**src/rtl/cwm_pkg.sv**
```systemverilog
// ----------------------------------------------------------------------------
// cwm_pkg
// shared widths, codes and types of the 3x3 window mac engine
// ----------------------------------------------------------------------------
package cwm_pkg;

	localparam int LANES_DEFAULT = 16;
	localparam int KSIZE         = 3;
	localparam int TAPS          = KSIZE * KSIZE;

	localparam int PIX_W    = 8;
	localparam int LANE_W   = 4;
	localparam int KROW_W   = 2;
	localparam int ROW_W    = 12;
	localparam int COL_W    = 13;
	localparam int DIM_W    = 13;
	localparam int STRIDE_W = 3;
	localparam int PAD_W    = 2;
	localparam int SUM_W    = 32;
	localparam int OP_W     = 2;

	// adder tree widths: 9 products per lane, 8 lanes per group
	localparam int PROD_W      = 2 * PIX_W;
	localparam int LSUM_W      = PROD_W + 4;
	localparam int GROUP_LANES = 8;
	localparam int GSUM_W      = LSUM_W + 3;

	localparam int MID_DEPTH = 4;
	localparam int OUT_DEPTH = 8;
	localparam int OUT_CNT_W = $clog2(OUT_DEPTH + 1);

	localparam int CFG_IDX_W = 2;
	localparam logic [CFG_IDX_W-1:0] REG_HEIGHT  = 2'd0;
	localparam logic [CFG_IDX_W-1:0] REG_WIDTH   = 2'd1;
	localparam logic [CFG_IDX_W-1:0] REG_STRIDE  = 2'd2;
	localparam logic [CFG_IDX_W-1:0] REG_PADDING = 2'd3;

	localparam logic [DIM_W-1:0]    HEIGHT_RST  = 13'd112;
	localparam logic [DIM_W-1:0]    WIDTH_RST   = 13'd112;
	localparam logic [STRIDE_W-1:0] STRIDE_RST  = 3'd1;
	localparam logic [PAD_W-1:0]    PADDING_RST = 2'd1;

	localparam logic FUNC_WEIGHT = 1'b0;
	localparam logic FUNC_PIXEL  = 1'b1;

	localparam logic [OP_W-1:0] OP_NOP    = 2'd0;
	localparam logic [OP_W-1:0] OP_WEIGHT = 2'd1;
	localparam logic [OP_W-1:0] OP_PIXEL  = 2'd2;

	typedef logic signed [PIX_W-1:0] pix_t;

	typedef struct packed {
		logic [DIM_W-1:0]    height;
		logic [DIM_W-1:0]    width;
		logic [STRIDE_W-1:0] stride;
		logic [PAD_W-1:0]    padding;
	} cfg_t;

	// classified item handed from front to back
	typedef struct packed {
		logic [OP_W-1:0]          op;
		logic [LANE_W-1:0]        lane;
		logic [KROW_W-1:0]        krow;
		pix_t [KSIZE-1:0]         vals;
		logic                     emit;
		logic signed [SUM_W-1:0]  prior;
	} cmd_t;

endpackage

```
**src/rtl/cwm_front.sv**
```systemverilog
// ----------------------------------------------------------------------------
// cwm_front
// geometry registers and item classification with border zeroing
// ----------------------------------------------------------------------------
module cwm_front (
	input  logic                                clk,
	input  logic                                arst_n,
	input  logic                                wr_en,
	input  logic [cwm_pkg::CFG_IDX_W-1:0]       wr_index,
	input  logic [cwm_pkg::DIM_W-1:0]           wr_data,
	input  logic                                func,
	input  logic [cwm_pkg::LANE_W-1:0]          lane,
	input  logic [cwm_pkg::KROW_W-1:0]          kernel_row,
	input  logic signed [cwm_pkg::PIX_W-1:0]    first_value,
	input  logic signed [cwm_pkg::PIX_W-1:0]    second_value,
	input  logic signed [cwm_pkg::PIX_W-1:0]    third_value,
	input  logic [cwm_pkg::ROW_W-1:0]           out_row,
	input  logic signed [cwm_pkg::COL_W-1:0]    in_col,
	input  logic                                emit,
	input  logic signed [cwm_pkg::SUM_W-1:0]    prior_sum,
	output cwm_pkg::cmd_t                       cmd
);

	localparam int BASE_W = cwm_pkg::ROW_W + cwm_pkg::STRIDE_W;
	localparam int HI_W   = BASE_W + 2;

	cwm_pkg::cfg_t            cfg_q;
	cwm_pkg::pix_t            vin [cwm_pkg::KSIZE];
	logic [BASE_W-1:0]        row_base;
	logic signed [HI_W-1:0]   hi [cwm_pkg::KSIZE];
	logic [cwm_pkg::KSIZE-1:0] row_in;
	logic                     col_in;

	assign vin[0] = first_value;
	assign vin[1] = second_value;
	assign vin[2] = third_value;

	always_ff @(posedge clk or negedge arst_n) begin
		if (!arst_n) begin
			cfg_q.height  <= cwm_pkg::HEIGHT_RST;
			cfg_q.width   <= cwm_pkg::WIDTH_RST;
			cfg_q.stride  <= cwm_pkg::STRIDE_RST;
			cfg_q.padding <= cwm_pkg::PADDING_RST;
		end else if (wr_en) begin
			unique case (wr_index)
				cwm_pkg::REG_HEIGHT:  cfg_q.height  <= wr_data;
				cwm_pkg::REG_WIDTH:   cfg_q.width   <= wr_data;
				cwm_pkg::REG_STRIDE:  cfg_q.stride  <= wr_data[cwm_pkg::STRIDE_W-1:0];
				cwm_pkg::REG_PADDING: cfg_q.padding <= wr_data[cwm_pkg::PAD_W-1:0];
			endcase
		end
	end

	// first input row of the window, before the padding is taken off
	assign row_base = BASE_W'(out_row) * BASE_W'(cfg_q.stride);

	// negative columns fail on the sign bit
	assign col_in = !in_col[cwm_pkg::COL_W-1]
		&& ({1'b0, in_col[cwm_pkg::COL_W-2:0]} < cfg_q.width);

	always_comb begin
		for (int r = 0; r < cwm_pkg::KSIZE; r++) begin
			hi[r] = $signed({2'b00, row_base}) + $signed(HI_W'(r))
				- $signed(HI_W'(cfg_q.padding));
			row_in[r] = !hi[r][HI_W-1] && (hi[r] < $signed(HI_W'(cfg_q.height)));
		end
	end

	always_comb begin
		if (func == cwm_pkg::FUNC_PIXEL) begin
			cmd.op = cwm_pkg::OP_PIXEL;
		end else if (kernel_row < cwm_pkg::KROW_W'(cwm_pkg::KSIZE)) begin
			cmd.op = cwm_pkg::OP_WEIGHT;
		end else begin
			cmd.op = cwm_pkg::OP_NOP;
		end
		cmd.lane  = lane;
		cmd.krow  = kernel_row;
		cmd.emit  = (func == cwm_pkg::FUNC_PIXEL) && emit;
		cmd.prior = prior_sum;
		for (int r = 0; r < cwm_pkg::KSIZE; r++) begin
			// weights pass untouched, pixels outside the image become zero
			cmd.vals[r] = ((func == cwm_pkg::FUNC_WEIGHT) || (row_in[r] && col_in))
				? vin[r] : '0;
		end
	end

endmodule

```
**config.mk**
```make
export PLATFORM = sky130hd
export DESIGN_NAME = cwm_front
export DESIGN_NICKNAME = d
export VERILOG_FILES = /design/src/rtl/cwm_pkg.sv /design/src/rtl/cwm_front.sv
export SDC_FILE = /design/constraint.sdc
export NUM_CORES = 1
export LEC_CHECK = 0
export ABC_CLOCK_PERIOD_IN_PS = 10700
export BUFFER_PORTS_ARGS = -buffer_cell sky130_fd_sc_hd__buf_2
export CAP_MARGIN = 20
export CORE_MARGIN = 2
export CORE_UTILIZATION = 35
export CTS_CLUSTER_SIZE = 12
export DETAILED_ROUTE_END_ITERATION = 8
export PLACE_DENSITY = 0.6
export SYNTH_ARGS = -nofsm -noshare
export SYNTH_HDL_FRONTEND = slang
export SYNTH_SLANG_ARGS = --single-unit
```
**constraint.sdc**
```tcl
create_clock -name clk -period 10.7 [get_ports clk]
set_clock_uncertainty 0.05 [all_clocks]
set_input_delay 1.605 -clock clk [delete_from_list [all_inputs] [get_ports clk]]
set_output_delay 1.605 -clock clk [all_outputs]
set_load 0.01 [all_outputs]
```
; ---- Word-level counts from Yosys, hierarchy flattened
; Index checks and enable logic that the tools add are counted.
[word_totals]
regBits = 31
out_inout_bits = 65
[op_classes]
add_sub_neg = 5
mul = 1
magnitude_cmp = 5
n_eq_ne = 3
mux = 5
bitwise_logic = 1
reduce_logical = 20
[ops]
columns = cell, n
row1 = 17-bit by 14-bit < comparator with 1-bit output, 2
row2 = 16-bit by 2-bit subtractor with 17-bit output, 2
row3 = 8-bit 2-to-1 mux, 3
row4 = 15-bit by 1-bit adder with 16-bit output (second input constant), 1
row5 = 15-bit by 2-bit adder with 16-bit output (second input constant), 1
row6 = 16-bit by 14-bit < comparator with 1-bit output, 1
row7 = 15-bit by 2-bit subtractor with 16-bit output, 1
row8 = 12-bit by 3-bit multiplier with 15-bit output, 1
row9 = 12-bit by 13-bit < comparator with 1-bit output, 1
row10 = 1-bit logical AND, 8
row11 = 2-bit AND reduction, 4
row12 = 2-bit == test (second input constant), 2
row13 = 1-bit zero test, 4
row14 = 1-bit logical OR, 3
row15 = 2-bit by 1-bit == test with 1-bit output (second input constant), 1
row16 = 2-bit zero test, 1
row17 = 2-bit < comparator (second input constant), 1
row18 = 2-bit 2-to-1 mux, 1
row19 = 1-bit 2-to-1 mux, 1
row20 = 1-bit inverter, 1

; ---- Longest topological paths before layout
[depth]
ltp_word = 8
depth_mapped = 25
depth_no_buf = 24

; ---- Worst setup path after synthesis
; Ideal clock, no wire load.
[synth_path]
path_kind = input to output
start = input port out_row[0] in the netlist's numbering
end = output port cmd[41] in the netlist's numbering
t_arrival_ns = 7.142
t_required_ns = 9.045
setup_slack_ns = 1.903
path_stages = 19
path_cell_list = and2_1 fa_1 ha_1 fa_1 inv_1 ha_1 nor2b_1 or3_1 a31oi_1 a2bb2oi_1 o31ai_1 xor2_1 ha_1 nand4_1 a21oi_1 a2111oi_0 nand2_8 o41a_1 nor3b_1
[synth_rtl]
columns = element, line_no
row1 = "start, declared", cwm_front.sv:17  ; input logic [cwm_pkg::ROW_W-1:0] out_row,
row2 = "end, declared", cwm_front.sv:21  ; output cwm_pkg::cmd_t cmd

==> flow_summary.json <==
{
  "status": "finished clean",
  "hold_buffers": 0,
  "synth_ff_type": "dfrtp_1",
  "ys_ff_latch": 31,
  "synth_top_family_by_area": "adder cells",
  "p_leak_nw": 2.99,
  "path_class": "input pin to output port",
  "yosysSeqAreaShare": 0.146,
  "largest_reg_flops": 31,
  "grt_pass1_vias": 4124,
  "synth_compound_area_frac": 0.184,
  "yosysTopAreaCellShare": 0.205,
  "synth_edf_count": 0,
  "grt_pass1_wl_mm": 19.5,
  "dp_cells": 884,
  "synth_cells": 644,
  "die_w_um": 128,
  "drtPass1Iterations": 4,
  "place_area_um2": 5800,
  "hold_slack_ns": 0.451,
  "clockBufferDepth": 2,
  "synthMuxAreaShare": 0.0447,
  "startpoint": "out_row[4]",
  "antenna_found_initial": 0,
  "arrival_ns": 7.55,
  "r2r_cells": 1,
  "syn2layout_area_growth_pct": 11.0,
  "period_minus_slack_ns": 9.21,
  "design.core.area_um2": 15100,
  "crit_fanout": 8,
  "cp-end-kind": "output port",
  "insertion_delay_ns": 0.27,
  "timing.rr.end": "cfg_q[4]",
  "yosys.area_share.simple": 0.181,
  "start_util": 0.356,
  "min_period_over_period": 0.860,
  "power_mw": 2.20,
  "r2r_slack_ns": 9.67,
  "required_ns": 9.05,
  "drive_gt1_frac": 0.220,
  "drt-initial-drc-count": 160,
  "dp_worst_setup_slack_ns": 1.59,
  "hpwl_mm": 10.2,
  "setup_violations": 0,
  "track_usage": 0.144,
  "grt_max_degree": 32,
  "via_per_inst": 4.98,
  "cts_root_buf": "clkbuf_16",
  "drt-total-wl_mm": 11.9,
  "r2r-start": "cfg_q[4]",
  "cts_resized": 0,
  "yosysTopAreaCell": "ha_1",
  "vias": 4445,
  "cp-start-kind": "input pin",
  "io_pins": 172,
  "cts_tree": "done",
  "syn_area_per_cell_um2": 8.35,
  "fp.dieH_um": 128,
  "final-hold-violation-count": 0,
  "synthAdderAreaFrac": 0.261,
  "post_cts_buffers": 0,
  "ant_nets": 0,
  "ir_drop_mv": 0.141,
  "port_buffers": 99,
  "remaining_drc_errors": 0,
  "insertedDiodeCount": 0,
  "fin_util": 0.396,
  "clk_pin_slew_ns": 0.05,
  "rsz0062_at_grt": "false",
  "htreeDepth": 2,
  "routedWlPerCell_um": 13.3,
  "min_from": "cfg_q[8]",
  "max_cap_violations": 0,
  "final.setup.worst_slack_ns": 1.49,
  "power_density_nw_per_um2": 369,
  "netlist_area_um2": 5380,
  "syn-num-nets": 854,
  "min_path_type": "flop to flop",
  "rows": 45,
  "dieArea_um2": 16400,
  "fin_cells": 892,
  "yosysUniqueCellTypes": 68,
  "async_flop_share": 1.00,
  "cts_buffers": 5,
  "reg_top3": "cfg_q (31)",
  "synth.area.top_cells": "ha_1 (20%), dfrtp_1 (11%), fa_1 (5.6%), buf_4 (5.4%), inv_1 (5.1%)",
  "largest-register": "cfg_q",
  "nets": 913,
  "drv_slew": 0,
  "ys.warnings.count": 0,
  "tns_ns": 0,
  "final_area_um2": 5970,
  "yosys-top-cells-count": "ha_1 (88), inv_1 (73), nand2_1 (65)",
  "relSlewSlack": 0.454,
  "cts.sinks": 31,
  "gp_congestion": 0.854,
  "synth_xor_area_frac": 0.0687,
  "worst_pin_slew_ns": 0.816,
  "fmax_mhz": 109,
  "yosysMostFrequentCell": "ha_1",
  "grt-ovfl-total": 0,
  "cp-endpoint": "cmd[41]"
}
[area by class of cell]
class | count | area (um2)
inverter | 76 | 285
fill | 1554 | 9120
sequential | 31 | 786
timing repair buffer | 101 | 510
clock buffer | 6 | 139
tap | 188 | 235
clock inverter | 2 | 35.0
multi-input combinational | 488 | 3980
[cell families after synthesis]
logic type | count (synthesis)
compound gates | 137
xor+xnor | 40
fa+ha+maj | 103
buf+inv | 125
flops | 31
mux | 21
simple gates | 187
[power breakdown]
group	internal, mW	switching [mW]	total, mW	leakage, nW
sequential	0.143	0.0168	0.159	0.360
clock	0.115	0.0481	0.164	0.0868
combinational	0.802	1.08	1.88	2.55
[worst max-delay path, cell delays in order]
cell       delay, ns
buf_2           0.10
nand2_1         0.08
fa_1            0.55
inv_1           0.04
ha_1            0.37
nand3_1         0.15
o211ai_4        0.28
a21oi_1         0.14
inv_1           0.07
a21oi_1         0.07
xnor2_1         0.36
inv_1           0.16
ha_1            0.41
a21oi_1         0.42
o21bai_1        0.12
a21oi_1         0.27
o21ai_1         0.12
xor2_1          0.16
ha_1            0.31
nand4_1         0.12
a21oi_1         0.05
a2111oi_0       0.41
buf_4           0.21
nand2_8         0.04
o41a_1          0.54
nor3b_1         0.23
buf_2           0.16
[how the worst min path moves through the flow]
stage | depth (start not counted) | slack, ns | to
4_1_cts | 1 | 0.46 | cfg_q[5]
6_report | 1 | 0.45 | cfg_q[8]
3_3_place_gp | 1 | 0.44 | cfg_q[8]
2_1_floorplan | 1 | 0.43 | cfg_q[6]
5_1_grt | 1 | 0.47 | cfg_q[8]
3_5_place_dp | 1 | 0.45 | cfg_q[6]
[layer usage]
metal	vias up	GRT usage	routed length (um)
met5	-	0	0
met4	0	0.0278	134
met3	14	0.0179	401
met2	76	0.243	5730
met1	2030	0.199	5630
li1	2325	-	-
[cell usage in the layout (no fill, tap or decap), types with 10 or more instances in the layout]
master	netlist	layout
a21o_1	15	15
a21oi_1	32	32
and2_1	21	21
buf_2	1	99
dfrtp_1	23	23
fa_1	15	15
ha_1	88	88
inv_1	73	73
mux2_2	20	20
nand2_1	65	65
nand2b_1	10	10
nand3_1	11	11
nor2_1	23	23
o21ai_0	24	24
xnor2_1	28	28
xor2_1	11	11
(Power assumes the default switching activity.)
