File: src/rtl/cwm_fifo.sv
// ----------------------------------------------------------------------------
// cwm_fifo
// small register queue with occupancy count
// ----------------------------------------------------------------------------
module cwm_fifo #(
	parameter int W     = 8,
	parameter int DEPTH = 4
) (
	input  logic                         clk,
	input  logic                         arst_n,
	input  logic                         push,
	input  logic                         pop,
	input  logic [W-1:0]                 din,
	output logic [W-1:0]                 dout,
	output logic [$clog2(DEPTH+1)-1:0]   count,
	output logic                         full,
	output logic                         empty
);

	localparam int PTR_W = (DEPTH > 1) ? $clog2(DEPTH) : 1;
	localparam int CNT_W = $clog2(DEPTH + 1);

	logic [W-1:0]     mem_q [DEPTH];
	logic [PTR_W-1:0] wr_ptr_q;
	logic [PTR_W-1:0] rd_ptr_q;
	logic [CNT_W-1:0] count_q;
	logic             wr;
	logic             rd;

	assign full  = (count_q == CNT_W'(DEPTH));
	assign empty = (count_q == '0);
	assign wr    = push && !full;
	assign rd    = pop && !empty;
	assign dout  = mem_q[rd_ptr_q];
	assign count = count_q;

	always_ff @(posedge clk) begin
		if (wr) begin
			mem_q[wr_ptr_q] <= din;
		end
	end

	always_ff @(posedge clk or negedge arst_n) begin
		if (!arst_n) begin
			wr_ptr_q <= '0;
			rd_ptr_q <= '0;
			count_q  <= '0;
		end else begin
			if (wr) begin
				wr_ptr_q <= (wr_ptr_q == PTR_W'(DEPTH - 1)) ? '0 : wr_ptr_q + 1'b1;
			end
			if (rd) begin
				rd_ptr_q <= (rd_ptr_q == PTR_W'(DEPTH - 1)) ? '0 : rd_ptr_q + 1'b1;
			end
			unique case ({wr, rd})
				2'b10: count_q <= count_q + 1'b1;
				2'b01: count_q <= count_q - 1'b1;
				2'b00: count_q <= count_q;
				2'b11: count_q <= count_q;
			endcase
		end
	end

endmodule

File: config.mk
export PLATFORM = sky130hd
export DESIGN_NAME = cwm_fifo
export DESIGN_NICKNAME = d
export VERILOG_FILES = /design/src/rtl/cwm_fifo.sv
export SDC_FILE = /design/constraint.sdc
export NUM_CORES = 1
export LEC_CHECK = 0
export BUFFER_PORTS_ARGS = -buffer_cell sky130_fd_sc_hd__buf_2
export CAP_MARGIN = 25
export CORE_AREA = 2 2 52 66
export CTS_CLUSTER_SIZE = 20
export DETAILED_ROUTE_END_ITERATION = 10
export DIE_AREA = 0 0 54 68
export PLACE_DENSITY = 0.86
export SLEW_MARGIN = 10
export SYNTH_ARGS = -nofsm -noshare
export SYNTH_HDL_FRONTEND = slang
export SYNTH_SLANG_ARGS = --single-unit
File: constraint.sdc
create_clock -name clk -period 5.85 [get_ports clk]
set_input_delay 0.585 -clock clk [delete_from_list [all_inputs] [get_ports clk]]
set_output_delay 0.585 -clock clk [all_outputs]
set_load 0.005 [all_outputs]
# Word level (Yosys, flattened, before mapping)

Memories as Yosys holds them, arrays and structs flattened.
Cells that the tools add are included.

Logic and storage cells: 26
Register bits after elaboration: 7
Bits in writable memories: 32
Output and inout bits: 13
Memories kept: 1
Input bits: 12

Memories:

| memory | words | bits a word | read ports | clocked after memory_dff | write ports | RTL line | RTL |
|---|---|---|---|---|---|---|---|
| mem_q  | 4     | 8           | 1          | 0                        | 1           | 23       | `logic [W-1:0] mem_q [DEPTH];` |

Eq/ne operators: 6
Multiplexer cells: 5
Reductions and logical operators: 7
Add/subtract/negate cells: 4

Operator list:

| operator            | count |
|---|---|
| $eq 2x2->1 const B  | 4 |
| $pmux 3 s2          | 1 |
| $add 2x1->2 const B | 2 |
| $mux 2              | 2 |
| $add 3x1->3 const B | 1 |
| $eq 3x3->1 const B  | 1 |
| $logic_not 3->1     | 1 |
| $sub 3x1->3 const B | 1 |
| $eq 2x1->1 const B  | 1 |
| $logic_and 1x1->1   | 2 |
| $logic_not 1->1     | 2 |
| $logic_not 2->1     | 1 |
| $mux 1              | 2 |
| $reduce_or 2->1     | 1 |

# Depth between registers and ports, before layout

Gate-level depths: netlist of the first run.

Depth after elaboration: 5
Gate-level depth with buffers: 9
Depth with buffers taken out: 9

# Least setup slack after synthesis of the first run

Ideal clock, no wire load.

Path type: flip-flop to flip-flop
Start: reg count_q[0], in the netlist count[0]
End: reg count_q[2], in the netlist count[2]
Data required time: 5771 ps
Period minus slack after synthesis: 2097 ps
Arrival: 2017 ps
Library setup time: 79 ps
Setup slack: 3753 ps
Stages on the path, launching flop included: 10
Path buffers: 0
Cells stage by stage: dfrtp_1 -> or3b_4 -> and2_4 -> inv_1 -> ha_1 -> inv_1 -> fa_1 -> xor2_1 -> nor2_1 -> xor2_1

Longest elaborated chain between the ends: 5
Elaborated cells on any way between the ends: 14
Those cells by class: add/sub: 2; eq/ne: 4; mux: 1; reduce/logical: 7

RTL lines:

| element                                              | RTL line | RTL |
|---|---|---|
| start: declaration                                   | 26       | `logic [CNT_W-1:0] count_q;` |
| start signal: assignment                             | 56       | `2'b10: count_q <= count_q + 1'b1;` |
| start signal: assignment                             | 57       | `2'b01: count_q <= count_q - 1'b1;` |
| start signal: assignment                             | 58       | `2'b00: count_q <= count_q;` |
| $eq 3x3->1 / $logic_not 3->1 (equally long branches) | 30, 31   |  |
| $logic_not 1->1 (on tied branches)                   | 32, 33   |  |
| $logic_and 1x1->1 (on tied branches)                 | 32, 33   |  |
| $eq 2x1->1 (tied with other cells)                   | 55       | `unique case ({wr, rd})` |
| $pmux 3 s2 / $reduce_or 2->1 (equally long branches) | n/a      |  |

Several ways; a longest one is shown, not always the timed one.
A chain may end at the register's enable or synchronous reset.

# Worst setup path after layout of the first run

Start: reg rd_ptr_q[0]
End: out dout[5]

Longest elaborated chain between the ends: 1

RTL lines:

| element                  | RTL line | RTL |
|---|---|---|
| start: declaration       | 25       | `logic [PTR_W-1:0] rd_ptr_q;` |
| start signal: assignment | 53       | `rd_ptr_q <= (rd_ptr_q == PTR_W'(DEPTH - 1)) ? '0 : rd_ptr_q + 1'b1;` |
| $mem_v2 4x8              | n/a      |  |
| end: declaration         | 14       | `output logic [W-1:0] dout,` |

No other way between the ends.

==> results of run 1 <==
-- cells in the final DEF (no fill, tap or decap), drive strengths merged --
master	n
buf	24
mux4	8
edfxtp	32
or3b	1
nor3	1
mux2	4
xor2	2
inv	8
fa	1
dfrtp	7
nor2	3
xnor2	1
mux2i	1
and2	1
bufinv	2
nand2b	1
ha	6
clkbuf	6
and3	4
-- report_power, final --
part	total [mW]	switching, mW	internal, mW
registers	0.441	0.0644	0.376
logic	0.285	0.119	0.167
clock network	0.250	0.0797	0.170
-- through the flow --
stage,util [%],worst slack [ns],cells
final,61.2,3.54,150
after global routing,61.2,3.41,150
after CTS,61.2,3.48,150
after detailed placement,56.9,3.67,142
after global placement,56.9,3.71,142
after floorplan,-,3.75,83
-- state kept, by name (all words and copies together), names as in the netlist --
register,count
count,3
wr_ptr_q,2
mem_q,32
rd_ptr_q,2
-- per-layer routing --
layer	vias up	GRT usage [%]
li1	367	-
met2	25	29.4
met3	0	5.24
met4	0	3.75
met1	383	15.2
met5	-	0
-- area by class of cell --
| class | count | share of cell area, % |
|---|---|---|
| Clock inverter | 2 | 3.16 |
| Inverter | 8 | 1.58 |
| Tap cell | 37 | 2.43 |
| Timing Repair Buffer | 24 | 6.32 |
| Clock buffer | 6 | 3.82 |
| Sequential cell | 39 | 59.7 |
| Multi-Input combinational cell | 34 | 23.0 |
-- cells by family after synthesis --
kind of cell,count (synthesis)
mux,13
fa+ha+maj,7
buf+inv,10
simple gates,11
xor+xnor,3
flops,39
-- worst max-delay path: cells and delay by family (launching register included) --
family | cells | cell delay, ns
muxes | 1 | 0.59
buffers and inverters | 1 | 0.14
DFF | 1 | 0.72
-- worst max-delay path by stage --
stage                            from  endpoint  slack [ns]  depth (start not counted)
after floorplan              count[0]  count[2]        3.75                          9
after global placement       count[0]  count[2]        3.71                          9
after detailed placement     count[0]  count[2]        3.67                          9
after CTS                 rd_ptr_q[0]   dout[5]        3.48                          2
after global routing      rd_ptr_q[0]   dout[5]        3.41                          2
final                     rd_ptr_q[0]   dout[5]        3.54                          2
==> results.json, run 1 <==
{
  "status": "completed",
  "dp_hpwl_um": 1830,
  "wl_met1_um": 882,
  "wl_met3_um": 111,
  "wl_met2_um": 1390,
  "r2r_slack_ns": 3.65,
  "arrival_ns": 1.73,
  "end_kind": "output pin",
  "synthToLayoutAreaGrowth_pct": 18.0,
  "fillers": 234,
  "min_period_ns": 2.31,
  "leakage_nw": 0.766,
  "start_util_pct": 51.9,
  "yosysSeqAreaShare_pct": 70.5,
  "yosys.area_share.simple_pct": 4.50,
  "slew_headroom_pct": 60.1,
  "stdcell_area_mm2": 0.00190,
  "grt_max_degree": 13,
  "synth_top_family_by_area": "multiplexers",
  "grt_overflow": 0,
  "grt_usage_pct": 15.3,
  "synth-async-reset-ratio_pct": 17.9,
  "dpl_cell_area_mm2": 0.00177,
  "synth_adder_area_share_pct": 5.90,
  "tritoncts": "built",
  "die_w_um": 54,
  "crit_required_ns": 5.27,
  "dr.pass1.iters": 4,
  "clockBufferDepth": 2,
  "slew_viol_final": 0,
  "crit_chain": "mux4_2 > buf_2",
  "whs_ns": 0.134,
  "tightest_slew_ns": 0.599,
  "slowest_delay_ns": 0.72,
  "path_clk_slew_ns": 0.07,
  "synth.distinct_cells": 19,
  "max_freq_mhz": 433,
  "grt_setup_unrepaired": "no",
  "ys_seq_elements": 39,
  "cpMaxStageDelayCell": "dfrtp_1",
  "yosysTopAreaCellShare_pct": 59.6,
  "core_area_mm2": 0.00311,
  "hold_class": "input pin to async pin",
  "cts.sinks": 39,
  "ir_drop_mv": 0.436,
  "postCtsSetupBuffers": 0,
  "yosysMostFrequentCell": "edfxtp_1",
  "row_count": 23,
  "yosys_warnings": 0,
  "routed_wl_um": 2390,
  "antenna_found_initial": 0,
  "reg2regPathDepth": 9,
  "worstReg2RegStart": "count[0]",
  "multi_input_area_um2": 437,
  "portBuffers": 24,
  "r2r_end": "count[2]",
  "tns_ns": 0,
  "drcViolationCount": 0,
  "critPathMaxFanout": 11,
  "cts-root-buf": "clkbuf_8",
  "synth_xor_xnor_area_share_pct": 1.63,
  "holdBufCountCts": 0,
  "finalSetupViolCount": 0,
  "numCtsBuffers": 5,
  "worstSetupStartpointType": "flop",
  "diodes": 0,
  "vias": 775,
  "skew_ns": 0.00299,
  "cts_resized": 0,
  "synth.cell_area_mm2": 0.00161,
  "synth_mux_area_share_pct": 15.1,
  "drv_cap": 0,
  "yosysTopAreaCell": "edfxtp_1",
  "synthTopCellsByCount": "edfxtp_1, inv_1, mux4_2, dfrtp_1, ha_1",
  "syn-num-nets": 102,
  "cellPowerDensity_mw_per_mm2": 513,
  "routed.top_layer": "met3",
  "finalPower_mw": 0.976,
  "wl_per_cell_um": 15.9,
  "die_area_mm2": 0.00367,
  "grt_first_pass_wirelength_um": 3710,
  "nets": 131,
  "synth_edf_count": 32,
  "fin_crit_sh_pct": 39.5,
  "drtIter0Drc": 22,
  "criticalPathCategory": "flop to output pin",
  "synth.area.top_cells": "edfxtp_1, mux4_2, dfrtp_1",
  "clk_latency_ns": 0.27,
  "synth_ff_type": "edfxtp_1",
  "htreeDepth": 2,
  "hold_violations": 0,
  "synthCells": 83,
  "io_pins": 25,
  "postSynthAreaPerCell_um2": 19.4,
  "drive_gt1_share_pct": 43.4,
  "seq_area_mm2": 0.00114,
  "gp_congestion": 0.741,
  "vias_per_cell": 5.17,
  "grt_pass1_vias": 830,
  "postRouteAntennaNets": 0,
  "synth-compound-area-share_pct": 0,
  "die_y_um": 68
}
No activity file was read; power rests on OpenSTA's default activity.
==> run 2: changes to the inputs <==
--- a/config.mk
+++ b/config.mk
@@ -5,13 +5,14 @@
 export SDC_FILE = /design/constraint.sdc
 export NUM_CORES = 1
 export LEC_CHECK = 0
+export ABC_AREA = 1
 export BUFFER_PORTS_ARGS = -buffer_cell sky130_fd_sc_hd__buf_2
 export CAP_MARGIN = 25
-export CORE_AREA = 2 2 52 66
+export CORE_AREA = 2 2 57 72
 export CTS_CLUSTER_SIZE = 20
 export DETAILED_ROUTE_END_ITERATION = 10
-export DIE_AREA = 0 0 54 68
-export PLACE_DENSITY = 0.86
+export DIE_AREA = 0 0 59 74
+export PLACE_DENSITY = 0.83
 export SLEW_MARGIN = 10
 export SYNTH_ARGS = -nofsm -noshare
 export SYNTH_HDL_FRONTEND = slang
==> constraint.sdc (replaced) <==
create_clock -name clk -period 1.97 [get_ports clk]
set_input_delay 0.197 -clock clk [delete_from_list [all_inputs] [get_ports clk]]
set_output_delay 0.197 -clock clk [all_outputs]
set_load 0.005 [all_outputs]
==> run 2 against run 1 <==
Final area is 9.1% higher. Clock skew is 0.0016 ns lower. Global-route usage is 2.1 points lower. Flip-flop and latch count stayed put. Die area is 19% higher. Register-to-register slack worse by 3.5 ns. Count of clock-buffer cells in the layout stayed put. Core utilization is 5.0 points lower. Synthesized cell count is 86% higher. Total power grew to 3.1 times the previous value. Non-clock buffer count is 7 higher. Largest cell class unchanged.
==> results.json, run 2 <==
{
  "status": "completed",
  "max_freq_mhz": 554,
  "p_clk_share_pct": 24.5,
  "layout_common_cells": "nand2_1, edfxtp_1, inv_1",
  "synth_adder_area_share_pct": 5.36,
  "start_util_pct": 48.1,
  "grt_usage_pct": 13.2,
  "yosys.area_share.simple_pct": 12.8,
  "worstSetupStartpointType": "flop",
  "drcViolationCount": 0,
  "synthToLayoutAreaGrowth_pct": 17.0,
  "vias_per_cell": 4.86,
  "path_clk_slew_ns": 0.07,
  "routed_wl_um": 2590,
  "crit_family": "adder cells",
  "ir_drop_mv": 0.787,
  "cts-root-buf": "clkbuf_8",
  "synth_edf_count": 32,
  "grt_setup_unrepaired": "no",
  "r2r_slack_ns": 0.16,
  "tns_ns": 0,
  "ys_seq_elements": 39,
  "die_w_um": 59,
  "finalPower_mw": 3.07,
  "drtIter0Drc": 42,
  "wl_per_cell_um": 11.4,
  "tightest_slew_ns": 0.328,
  "power_frac_seq_pct": 38.9,
  "post-route-util_pct": 56.2,
  "yosysSeqAreaShare_pct": 64.0,
  "synth-compound-area-share_pct": 7.33,
  "core_area_mm2": 0.00369,
  "drv_cap": 0,
  "yosysTopAreaCellShare_pct": 54.2,
  "fillers": 297,
  "largest_reg_flops": 32,
  "finalSetupViolCount": 0,
  "syn-num-nets": 173,
  "cellPowerDensity_mw_per_mm2": 1480,
  "drive_gt1_share_pct": 22.3,
  "diodes": 0,
  "grt_pass1_vias": 933,
  "slew_headroom_pct": 78.2,
  "dr.pass1.iters": 4,
  "row_count": 25,
  "skew_ns": 0.00137,
  "synth.area.top_cells": "edfxtp_1, dfrtp_1, nand2_1",
  "dp_hpwl_um": 1810,
  "gp_congestion": 0.761,
  "end_kind": "flop",
  "grt_max_degree": 36,
  "io_pins": 25,
  "stdcell_area_mm2": 0.00208,
  "synth_ff_type": "edfxtp_1",
  "hold_class": "input pin to flop",
  "die_area_mm2": 0.00437,
  "postSynthAreaPerCell_um2": 11.5,
  "combPwrFrac_pct": 36.7,
  "crit_chain": "inv_1 > nand3_2 > nand2_4 > ha_1 > inv_1 > fa_1 > nand2_1 > nand3_1 > nand2_1 > nand2_1",
  "yosysTopAreaCell": "edfxtp_1",
  "power_switching_share_pct": 32.6,
  "grt_overflow": 0,
  "hold_violations": 0,
  "arrival_ns": 1.98,
  "numCtsBuffers": 5,
  "cpMaxStageDelayCell": "dfrtp_1",
  "synth.distinct_cells": 16,
  "crit_buf_inv": 2,
  "criticalPathCategory": "flop to flop",
  "synth-async-reset-ratio_pct": 17.9,
  "dpl_cell_area_mm2": 0.00193,
  "grt_first_pass_wirelength_um": 3970,
  "leakage_nw": 0.949,
  "postRouteAntennaNets": 0,
  "clockBufferDepth": 2,
  "top_register": "mem_q",
  "die_y_um": 74,
  "yosys_warnings": 0,
  "synth_mux_area_share_pct": 0,
  "cts.sinks": 39,
  "slowest_delay_ns": 0.40,
  "synth.cell_area_mm2": 0.00177,
  "synth_xor_xnor_area_share_pct": 0.494,
  "slew_viol_final": 0,
  "nets": 206,
  "critPathMaxFanout": 7,
  "intPower_mw": 2.07,
  "cp_common_cell": "nand2_1",
  "synthCells": 154,
  "yosysMostFrequentCell": "nand2_1",
  "p_sw_mw": 0.999,
  "crit_required_ns": 2.15,
  "multi_input_area_um2": 462,
  "antenna_found_initial": 0,
  "final_common_cell": "nand2_1",
  "min_period_ns": 1.81,
  "synth_top_family_by_area": "simple AND/OR/NAND/NOR gates",
  "fin_crit_sh_pct": 91.7,
  "vias": 1108,
  "portBuffers": 24,
  "synthTopCellsByCount": "nand2_1, edfxtp_1, inv_1, o211ai_1, dfrtp_1",
  "seq_area_mm2": 0.00114,
  "tritoncts": "built",
  "clk_latency_ns": 0.28,
  "htreeDepth": 2
}
==> run 2: changes by cell type after synthesis, sizes merged, moves of 2 or more <==
cell,delta
buf,+3
nor2,+3
mux4,-8
mux2,-4
inv,+24
o211ai,+16
nand2,+39
and3,-4
xor2,-2
nand3,+7
==> run 2: final timing paths <==
kind                                to  startpoint  depth (start not counted)
max reg2reg                   count[2]    count[0]                         10
min                        mem_q[2][0]      din[0]                          1
max in group asynchronous  rd_ptr_q[1]      arst_n                          2
min reg2reg                   count[0]    count[0]                          1
min in group asynchronous     count[0]      arst_n                          2
max                           count[2]    count[0]                         10
==> run 2: cells by family (layout without fill, tap and decap cells) <==
group                    count (synthesis)  in the layout
AND/OR/NAND/NOR                         53             53
flip-flops                              39             39
buffers and inverters                   37             71
AO/OA/AOI/OAI                           17             17
adder cells (fa/ha/maj)                  7              7
XOR/XNOR                                 1              1
==> run 2: what timing repair did <==
item,4_1_cts,5_1_grt
endpoints found under the hold margin,7,0
endpoints found under the setup margin,0,2
setup buffers,0,0
gates resized for setup,0,2
hold buffers,1,0
==> run 2: power by group through the flow <==
| stage | clock network (mW) | logic, mW | registers, mW |
|---|---|---|---|
| 2_1_floorplan | 0 | 0.811 | 1.21 |
| 3_3_place_gp | 0 | 1.09 | 1.20 |
| 3_5_place_dp | 0 | 1.13 | 1.21 |
| 4_1_cts | 0.767 | 1.13 | 1.19 |
| 5_1_grt | 0.796 | 1.27 | 1.21 |
| 6_report | 0.750 | 1.12 | 1.19 |
==> run 2: cell type report <==
class | count | area share [%]
Timing Repair Buffer | 31 | 8.44
Multi-Input combinational cell | 78 | 22.2
Sequential cell | 39 | 54.7
Clock inverter | 2 | 2.89
Inverter | 32 | 5.79
Tap cell | 40 | 2.41
Clock buffer | 6 | 3.50
==> run 2: metrics by stage <==
stage | hold slack (ns) | cells | setup WS (ns)
2_1_floorplan | -0.0986 | 154 | 0.271
4_1_cts | 0.105 | 228 | 0.139
3_3_place_gp | 0.0395 | 219 | 0.230
5_1_grt | 0.110 | 228 | 0.0118
3_5_place_dp | 0.0387 | 219 | 0.155
6_report | 0.120 | 228 | 0.164
==> run 2: routing by layer <==
layer	track usage, %	up-vias	part of all wire [%]
met3	5.04	8	5.5
met2	22.5	28	54
met4	9.34	0	2.6
met5	0	-	0
li1	-	569	-
met1	12.9	503	38
==> run 2: worst register-to-register path, stage by stage, from the launching register on <==
cell,delay [ns]
dfrtp_1,0.40
inv_1,0.15
nand3_2,0.14
nand2_4,0.12
ha_1,0.17
inv_1,0.07
fa_1,0.38
nand2_1,0.10
nand3_1,0.08
nand2_1,0.06
nand2_1,0.04
==> run 3: changes to the inputs <==
--- a/config.mk
+++ b/config.mk
@@ -13,6 +13,7 @@
 export DETAILED_ROUTE_END_ITERATION = 10
 export DIE_AREA = 0 0 59 74
 export PLACE_DENSITY = 0.83
+export RECOVER_POWER = 50
 export SLEW_MARGIN = 10
 export SYNTH_ARGS = -nofsm -noshare
 export SYNTH_HDL_FRONTEND = slang
==> run 3 against run 2 <==
Routed wire length grew 0.12%. Global-route usage did not move. Clock power hardly changed. Largest power group unchanged. Flip-flop and latch count unchanged.
==> results.json, run 3 (synthesized netlist as in run 2, its figures left out) <==
{
  "grt_usage_pct": 13.2,
  "cellPowerDensity_mw_per_mm2": 1480,
  "slowest_delay_ns": 0.40,
  "drv_cap": 0,
  "drive_gt1_share_pct": 17.6,
  "finalPower_mw": 3.06,
  "cpMaxStageDelayCell": "dfrtp_1",
  "portBuffers": 24,
  "io_pins": 25,
  "antenna_found_initial": 0,
  "criticalPathCategory": "flop to flop",
  "die_y_um": 74,
  "numCtsBuffers": 5,
  "start_util_pct": 48.1,
  "grt_overflow": 0,
  "worstSetupStartpointType": "flop",
  "r2r_slack_ns": 0.16,
  "tritoncts": "built",
  "synthToLayoutAreaGrowth_pct": 16.2,
  "fin_crit_sh_pct": 91.7,
  "grt_setup_unrepaired": "no",
  "vias_per_cell": 4.83,
  "critPathMaxFanout": 7,
  "cts.sinks": 39,
  "postRouteAntennaNets": 0,
  "ir_drop_mv": 0.791,
  "slew_headroom_pct": 58.2,
  "core_area_mm2": 0.00369,
  "largest_reg_flops": 32,
  "clk_latency_ns": 0.28,
  "gp_congestion": 0.761,
  "wl_per_cell_um": 11.4,
  "grt_first_pass_wirelength_um": 3970,
  "postCtsSetupBuffers": 0,
  "diodes": 0,
  "finalSetupViolCount": 0,
  "leakage_nw": 0.923,
  "skew_ns": 0.00154,
  "row_count": 25,
  "tightest_slew_ns": 0.628,
  "routed_wl_um": 2600,
  "htreeDepth": 2,
  "max_freq_mhz": 554,
  "end_kind": "flop",
  "min_period_ns": 1.81,
  "cp_common_cell": "nand2_1",
  "die_area_mm2": 0.00437,
  "drtIter0Drc": 43,
  "top_register": "mem_q",
  "tns_ns": 0,
  "status": "completed",
  "arrival_ns": 1.98,
  "slew_viol_final": 0,
  "hold_class": "input pin to flop",
  "final_common_cell": "nand2_1",
  "vias": 1102,
  "grt_pass1_vias": 933,
  "drcViolationCount": 0,
  "nets": 206,
  "path_clk_slew_ns": 0.07,
  "crit_required_ns": 2.15,
  "dr.pass1.iters": 4,
  "dp_hpwl_um": 1810,
  "layout_common_cells": "nand2_1, edfxtp_1, inv_1",
  "cts-root-buf": "clkbuf_8",
  "grt_max_degree": 36,
  "clockBufferDepth": 2,
  "crit_chain": "inv_1 > nand3_2 > nand2_4 > ha_1 > inv_1 > fa_1 > nand2_1 > nand3_1 > nand2_1 > nand2_1",
  "die_w_um": 59,
  "hold_violations": 0
}
[run 3: changes by cell type in the layout (fill, tap and decap cells not counted), sizes merged]
cell    delta
buf       -10
clkbuf    +10
[run 3: final timing paths]
path / startpoint / endpoint / depth (start not counted)
worst min register to register: count[0] / count[0] / 1
worst max-delay path: count[0] / count[2] / 10
worst max register to register: count[0] / count[2] / 10
min in group asynchronous: arst_n / count[0] / 2
max in group asynchronous: arst_n / rd_ptr_q[0] / 2
worst min-delay path: din[0] / mem_q[2][0] / 1
[run 3: routing by layer]
layer	share of wire [%]	global-route usage [%]	routed length, µm	vias to the layer above
li1	-	-	-	568
met1	38	12.9	982	502
met2	55	22.5	1420	24
met3	4.9	5.04	127	8
met4	2.5	9.34	65	0
met5	0	0	0	-
[run 3: area by class of cell]
| type | count | area, µm² |
|---|---|---|
| flip-flops and latches | 39 | 1140 |
| clock buffers | 6 | 72.6 |
| multi-input cells | 78 | 462 |
| repair buffers | 31 | 161 |
| inverters | 32 | 120 |
| fillers | 302 | 1630 |
| clock inverters | 2 | 60.1 |
| well taps | 40 | 50.0 |
[run 3: worst max-delay path, delay by kind of cell, from the launching register on]
kind	cells	cell delay, ns
buf+inv	2	0.22
fa+ha+maj	2	0.55
flops	1	0.40
simple gates	6	0.54
[run 3: power by group]
| part | total [mW] | switching (mW) | internal, mW |
|---|---|---|---|
| logic | 1.12 | 0.671 | 0.445 |
| clock network | 0.748 | 0.243 | 0.505 |
| registers | 1.19 | 0.0839 | 1.11 |
[run 3: metrics by stage]
| stage | cells | hold slack (ns) | instance area (µm²) | setup WS (ns) | utilization [%] |
|---|---|---|---|---|---|
| 6_report | 228 | 0.163 | 2060 | 0.164 | 55.9 |
| 5_1_grt | 228 | 0.159 | 2060 | 0.0118 | 55.9 |
| 4_1_cts | 228 | 0.105 | 2080 | 0.139 | 56.2 |
| 3_5_place_dp | 219 | 0.0387 | 1930 | 0.155 | 52.4 |
| 3_3_place_gp | 219 | 0.0395 | 1930 | 0.230 | 52.4 |
| 2_1_floorplan | 154 | -0.0986 | 1770 | 0.271 | - |
[run 3: repair_timing]
action	4_1_cts	5_1_grt
hold buffers	1	0
gates resized for setup	0	2
hold endpoints to repair	7	0
endpoints found under the setup margin	0	2
